`src/rtl/gcm_divider.sv`:
```
// ----------------------------------------------------------------------------
// gcm_divider: 64 bit unsigned restoring divider
// Produces one quotient bit a cycle; done pulses once when the last quotient bit has been shifted in.
// ----------------------------------------------------------------------------
module gcm_divider (
	input  logic        clk,
	input  logic        arst_n,
	input  logic        start,
	input  logic [63:0] dividend,
	input  logic [63:0] divisor,
	output logic        done,
	output logic [63:0] quotient
);
	logic        busy_q;
	logic        done_q;
	logic [5:0]  cnt_q;
	logic [63:0] rem_q;
	logic [63:0] dvd_q;
	logic [63:0] dvs_q;
	logic [64:0] trial;
	logic        fits;

	// Shift in the next dividend bit and try the subtraction.
	assign trial = {rem_q, dvd_q[63]};
	assign fits  = (trial >= {1'b0, dvs_q});

	// Sequencing.
	always_ff @(posedge clk or negedge arst_n) begin
		if (!arst_n) begin
			busy_q <= 1'b0;
			done_q <= 1'b0;
			cnt_q  <= '0;
		end else begin
			done_q <= busy_q && (cnt_q == 6'd63);
			if (start) begin
				busy_q <= 1'b1;
				cnt_q  <= '0;
			end else if (busy_q) begin
				cnt_q <= cnt_q + 1'b1;
				if (cnt_q == 6'd63) begin
					busy_q <= 1'b0;
				end
			end
		end
	end

	// Data path. The remainder always stays below a nonzero divisor.
	always_ff @(posedge clk) begin
		if (start) begin
			rem_q <= '0;
			dvd_q <= dividend;
			dvs_q <= divisor;
		end else if (busy_q) begin
			rem_q <= fits ? 64'(trial - {1'b0, dvs_q}) : trial[63:0];
			dvd_q <= {dvd_q[62:0], fits};
		end
	end

	assign done     = done_q;
	assign quotient = dvd_q;

endmodule

```
`config.mk`:
```
export PLATFORM = sky130hd
export DESIGN_NAME = gcm_divider
export DESIGN_NICKNAME = d
export VERILOG_FILES = /design/src/rtl/gcm_divider.sv
export SDC_FILE = /design/constraint.sdc
export NUM_CORES = 1
export LEC_CHECK = 0
export ABC_AREA = 1
export BUFFER_PORTS_ARGS = -buffer_cell sky130_fd_sc_hd__buf_2
export CAP_MARGIN = 5
export CORE_ASPECT_RATIO = 1.4
export CORE_MARGIN = 4
export CORE_UTILIZATION = 40
export DETAILED_ROUTE_END_ITERATION = 16
export SKIP_CTS_REPAIR_TIMING = 1
export SYNTH_ARGS = -nofsm -noshare
export SYNTH_HDL_FRONTEND = slang
export SYNTH_SLANG_ARGS = --single-unit
```
`constraint.sdc`:
```
create_clock -name clk -period 3.75 [get_ports clk]
set_input_delay 0.1875 -clock clk [delete_from_list [all_inputs] [get_ports clk]]
set_output_delay 0.1875 -clock clk [all_outputs]
set_load 0.01 [all_outputs]
```
==> flow_summary.ini, run 1 <==
[synth]
synth_top_cell_by_area = edfxtp_1
synth_cells = 2181
ys.flop_type = edfxtp_1
ys_seq_elements = 200
syn_nets = 2378
synth-edff-count = 128
async_flop_share_pct = 4.000
ys_warn_count = 0
post_synth_main_area_contributors = edfxtp_1 (27%), nand2_1 (24%), inv_1 (12%)
synthMostInstantiatedCell = nand2_1
postSynthAreaPerCell_um2 = 6.535
synth_top_area_share_pct = 26.97
synth.cells.most_frequent = nand2_1 (929), inv_1 (442), nand3_1 (149)
yosys.cell_types.count = 36
yosysSeqAreaShare_pct = 37.36
syn_area_mm2 = 0.01425

[sta]
slew_viol_final = 0
fin_setup_tns_ps = 0
worst_pin_slew_ps = 880.6
hold_viol = 13
finalHoldWorstSlack_ps = -14.00
max-slew-margin-rel_pct = 41.15
max_freq_mhz = 344.8
fin_skew_ps = 18.63
layout_setup_ws_ps = 850.0
grt_setup_unrepaired = no
min_period_ps = 2900
period_share_pct = 77.33
setup_viol = 0

[floorplan]
start_util_pct = 40.64
die_w_um = 167.5
io_pins = 196
dieArea_mm2 = 0.03876
core_mm2 = 0.03507
rows = 81
die_y_um = 231.3

[clock_network]
htreeDepth = 4
numCtsBuffers = 17
cts_tree = built
clock_path_buffers = 2
cts_root_buffer = clkbuf_16
clk_latency_ps = 480
clock_sinks = 200
path_clk_slew_ps = 100

[route]
drt_pre_antenna_iters = 5
antenna_left = 0
wire_per_inst_um = 15.80
wl_um = 46250
viasPerCell = 4.762
drtIter0Drc = 827
drc = 0
vias = 13940

[worst_setup_path]
slowest_stage = ha_1
required_ps = 4120
cp_max_fo = 16
crit_chain = inv_1 > ha_1 > nand2_1 > nor2_1 > nand2_1 > nor2_2 > nand2_1 > o21bai_2 > nor2_4 > nand2_4 > buf_4 > nand3_1 > nand2_1 > nand2_1
r2r_cells = 14
max_stage_delay_ps = 390
path_class = reg -> reg
critPathLaunchType = flip-flop
cp-end-kind = flip-flop
worst_path_most_repeated_cell = nand2_1
cp.arrival_ps = 3270

[place]
place_area_mm2 = 0.01565
place_ws_ps = 864.4
dpl.hpwl_um = 36910
port_buffers = 195
placedCellCount = 2794
gp_routability_congestion = 0.9832

[hold_path]
hp-class = in -> reg
min_path_cells = 3

[cells_and_area]
area_growth_syn_to_layout_pct = 21.49
antenna_cells = 0
drive_above_1_share_pct = 10.48
fin_area_mm2 = 0.01732
fin_nets = 2655
fin_cells = 2927

[global_route]
antenna_found_initial = 0
grt_max_degree = 68
track_usage_pct = 23.40
grt_overflow = 0
grt_pass1_vias = 13470
grt_pass1_wl_um = 71360

[power_and_ir_drop]
pwr_density_cell_mw_per_mm2 = 310.3
irDropWorstVdd_uv = 336.8
leakage_uw = 0.009576

[flow_run]
max_cap_violations = 0

[status]
violations = negative hold slack
status = complete, but fails checks
-- report_power, final --
group / switching [uW] / total (uW) / internal [uW] / leakage [uW]
Clock: 1080 / 2040 / 960 / 0.000317
Sequential: 56.9 / 2540 / 2480 / 0.00195
Combinational: 464 / 791 / 327 / 0.00731
Total: 1600 / 5370 / 3770 / 0.00958
-- worst paths after layout --
kind	from	to	slack, ps
min in group asynchronous	arst_n	cnt_q[5]	80
worst min register to register	rem_q[44]	rem_q[44]	470
worst max register to register	dvs_q[17]	rem_q[51]	850
worst min-delay path	dividend[46]	quotient[46]	-10
worst max-delay path	dvs_q[17]	rem_q[51]	850
max in group asynchronous	arst_n	cnt_q[2]	3490
-- cell usage in the layout, fill, tap and decap left out, types with 2 or more instances in the layout --
| cell | n |
|---|---|
| nand2_1 | 929 |
| inv_1 | 441 |
| buf_2 | 194 |
| nand3_1 | 149 |
| edfxtp_1 | 128 |
| nor2_1 | 106 |
| dlygate4sd3_1 | 101 |
| ha_1 | 65 |
| dfxtp_1 | 64 |
| a21oi_1 | 55 |
| nand3b_1 | 36 |
| xnor2_1 | 28 |
| o21ai_0 | 27 |
| nor3_1 | 21 |
| o21ai_1 | 17 |
| clkbuf_16 | 17 |
| nand4_1 | 15 |
| nor2_2 | 8 |
| dfrtp_1 | 8 |
| o21bai_1 | 7 |
| buf_4 | 7 |
| inv_12 | 5 |
| nand3_2 | 4 |
| buf_12 | 4 |
| nand2_2 | 3 |
| a21o_1 | 3 |
| and2_1 | 3 |
| xor2_1 | 3 |
| clkinv_8 | 3 |
| inv_16 | 3 |
| nor2_4 | 2 |
| inv_6 | 2 |
| inv_8 | 2 |
-- layout make-up --
class                           instances  area [um2]
Fill cell                            3676       17750
Multi-Input combinational cell       1489        6982
Sequential cell                       200        5325
Timing Repair Buffer                  306        2115
Inverter                              444        1668
Tap cell                              456       570.5
Clock buffer                           17       425.4
Clock inverter                         15       230.2
-- per-stage QoR --
stage | util (%) | total power (uW)
2_1_floorplan | - | 3002
3_3_place_gp | 44.63 | 3296
3_5_place_dp | 44.63 | 3302
4_1_cts | 46.50 | 5366
5_1_grt | 49.38 | 5633
6_report | 49.38 | 5373
-- critical path, delay by kind of cell (launching register included) --
| kind | cells | cell delay [ps] |
|---|---|---|
| AOI/OAI and AO/OA | 1 | 190 |
| adders and majority gates | 1 | 390 |
| buffers and inverters | 2 | 340 |
| DFF | 1 | 350 |
| and+or+nand+nor | 10 | 1510 |
-- flip-flops by register name (all words and copies together) (netlist names) --
signal    cells
dvs_q        64
cnt_q         6
quotient     64
done          1
rem_q        64
busy_q        1
-- cells by family after synthesis --
group,count (synthesis),share of synthesized area [%]
AO/OA/AOI/OAI,112,4.187
XOR/XNOR,31,1.905
adder cells (fa/ha/maj),66,5.847
AND/OR/NAND/NOR,1280,36.94
flip-flops,200,37.36
buffers and inverters,492,13.76
-- per-layer routing --
metal	share of wire [%]	track usage, %
met1	41	27.31
met5	0	0
met2	51	42.39
met4	4.0	9.109
met3	4.4	4.265
Power figures use the tool's default switching activity.
==> run 2: changes to the inputs <==
ABC_AREA = 0   (was 1)
clock period = 2.6 ns   (was 3.75 ns; I/O delays follow)
==> run 2 against run 1 <==
The flow finishes with violations (negative hold slack, negative setup slack); maximum frequency shrank 7.0%; worst setup slack lost 1400 ps; sequential power grew 80%; utilization is 13 points higher; hold slack improved by 8.3 ps; combinational power rose to 15 times the previous value; via count decreased by 16%; global-route usage fell by 2.1 points; critical path type unchanged; largest cell class unchanged; largest power group is now combinational cells; highest routed layer unchanged.
==> flow_summary.ini, run 2 <==
[route]
drc = 0
drt_pre_antenna_iters = 5
antenna_left = 0
drtIter0Drc = 450
wire_per_inst_um = 17.17
wl_um = 38700
viasPerCell = 5.224
vias = 11770

[sta]
fin_skew_ps = 12.98
grt_setup_unrepaired = yes
setup_viol = 65
max_freq_mhz = 320.6
fin_setup_tns_ps = -28660
finalHoldWorstSlack_ps = -5.741
max-slew-margin-rel_pct = 52.84
hold_viol = 2
slew_viol_final = 0
layout_setup_ws_ps = -519.6
min_period_ps = 3120
worst_pin_slew_ps = 702.0
period_share_pct = 120.0

[worst_setup_path]
cp-end-kind = flip-flop
cp.arrival_ps = 3330
r2r_cells = 12
critPathLaunchType = flip-flop
required_ps = 2810
cp_max_fo = 6
path_class = reg -> reg

[global_route]
grt_overflow = 0
grt_pass1_vias = 11690
grt_pass1_wl_um = 57370
track_usage_pct = 21.29
grt_max_degree = 119
antenna_found_initial = 0

[synth]
synth-edff-count = 128
ys_seq_elements = 200
yosysSeqAreaShare_pct = 43.91
synth_top_cell_by_area = edfxtp_1
yosys.cell_types.count = 78
postSynthAreaPerCell_um2 = 9.610
synth_top_area_share_pct = 31.69
synth.cells.most_frequent = nand2_1 (157), edfxtp_1 (128), nor2_1 (104)
syn_nets = 1459
syn_area_mm2 = 0.01213
async_flop_share_pct = 4.000
synth_cells = 1262
ys_warn_count = 0
ys.flop_type = edfxtp_1
post_synth_main_area_contributors = edfxtp_1 (32%), dfxtp_1 (11%), ha_1 (6.7%)
synthMostInstantiatedCell = nand2_1

[place]
dpl.hpwl_um = 27450
placedCellCount = 2078
port_buffers = 195
place_ws_ps = -734.9
gp_routability_congestion = 0.9329
place_area_mm2 = 0.01582

[floorplan]
dieArea_mm2 = 0.03321
die_w_um = 155.2
die_y_um = 214.0
start_util_pct = 40.51
io_pins = 196
core_mm2 = 0.02994
rows = 75

[status]
status = complete, but fails checks
violations = negative hold slack, negative setup slack

[clock_network]
cts_root_buffer = clkbuf_16
cts_tree = built
numCtsBuffers = 17
clock_sinks = 200
clock_path_buffers = 2
path_clk_slew_ps = 70
clk_latency_ps = 470
htreeDepth = 4

[cells_and_area]
antenna_cells = 0
area_growth_syn_to_layout_pct = 52.84
fin_cells = 2253
fin_area_mm2 = 0.01854
drive_above_1_share_pct = 40.36
fin_nets = 2052
finish.utilization_pct = 61.92
final_cell_mix = buf_4 (306), buf_2 (194), nand2_1 (143), edfxtp_1 (128), dlygate4sd3_1 (126)
final_common_cell = buf_4

[power_and_ir_drop]
pwr_density_cell_mw_per_mm2 = 1036
leakage_uw = 0.008139
irDropWorstVdd_uv = 470.8

[hold_path]
hp-class = in -> reg
min_path_cells = 2

[flow_run]
max_cap_violations = 0
-- run 2: changes by cell type after synthesis, sizes merged, moves of 12 or more --
| cell | before | now |
|---|---|---|
| nand3 | 153 | 21 |
| mux2 | 0 | 64 |
| a311oi | 0 | 47 |
| o21a | 0 | 13 |
| nand4 | 15 | 28 |
| xor2 | 3 | 18 |
| a21o | 3 | 33 |
| nand3b | 36 | 2 |
| inv | 442 | 82 |
| clkbuf | 22 | 40 |
| a211oi | 0 | 15 |
| nor2 | 116 | 104 |
| a21oi | 55 | 88 |
| nand2 | 933 | 157 |
-- run 2: where the power goes --
| group | switching [uW] | internal, uW | leakage [uW] |
|---|---|---|---|
| clock network | 1390 | 1460 | 0.000291 |
| logic | 5650 | 6130 | 0.00592 |
| registers | 491 | 4080 | 0.00193 |
-- run 2: through the flow --
stage | hold WS (ps) | total power (uW)
2_1_floorplan | -165.6 | 10310
6_report | -5.741 | 19200
3_3_place_gp | -15.70 | 14600
5_1_grt | 1.862 | 20420
4_1_cts | -525.6 | 17630
3_5_place_dp | -9.417 | 14710
-- run 2: logic make-up (layout without fill, tap and decap cells) --
group                    Yosys count  count (layout)  share of synthesized area, %
adder cells (fa/ha/maj)           66              66                         6.871
flip-flops                       200             200                         43.91
AND/OR/NAND/NOR                  387             387                         14.45
multiplexers                      68              68                         6.273
buffers and inverters            157             762                         5.736
AO/OA/AOI/OAI                    331             332                         18.93
XOR/XNOR                          53              53                         3.827
-- run 2: final timing paths --
path	start	to	slack, ps
setup / recovery	dvs_q[1]	quotient[0]	-520
hold / removal	dividend[18]	quotient[18]	-6
setup reg to reg	dvs_q[1]	quotient[0]	-520
hold reg to reg	rem_q[53]	rem_q[53]	510
max in group asynchronous	arst_n	busy_q	2340
min in group asynchronous	arst_n	cnt_q[2]	50
-- run 2: critical path, stage by stage, from the launching register on --
cell and delay (ps):
edfxtp_1 400, inv_2 90, ha_4 190, nor2b_4 120
o31a_1 330, o2111ai_2 260, a311oi_2 160, o2111ai_2 300
a31oi_4 180, buf_4 170, a41o_4 240, buf_4 160
mux2_2 270
-- run 2: cell type report --
cell class,count,area [um2]
Clock inverter,15,186.4
Sequential cell,200,5329
Inverter,84,315.3
Multi-Input combinational cell,906,6925
Timing Repair Buffer,646,4873
Fill cell,2519,11400
Clock buffer,17,425.4
Tap cell,385,481.7
-- run 2: metal layers --
layer | wire length, um | vias up | track usage (%)
met1 | 14910 | 5542 | 23.54
met5 | 0 | - | 0
met2 | 20800 | 328 | 39.25
met3 | 1772 | 80 | 4.785
met4 | 1215 | 0 | 8.012
li1 | - | 5819 | -
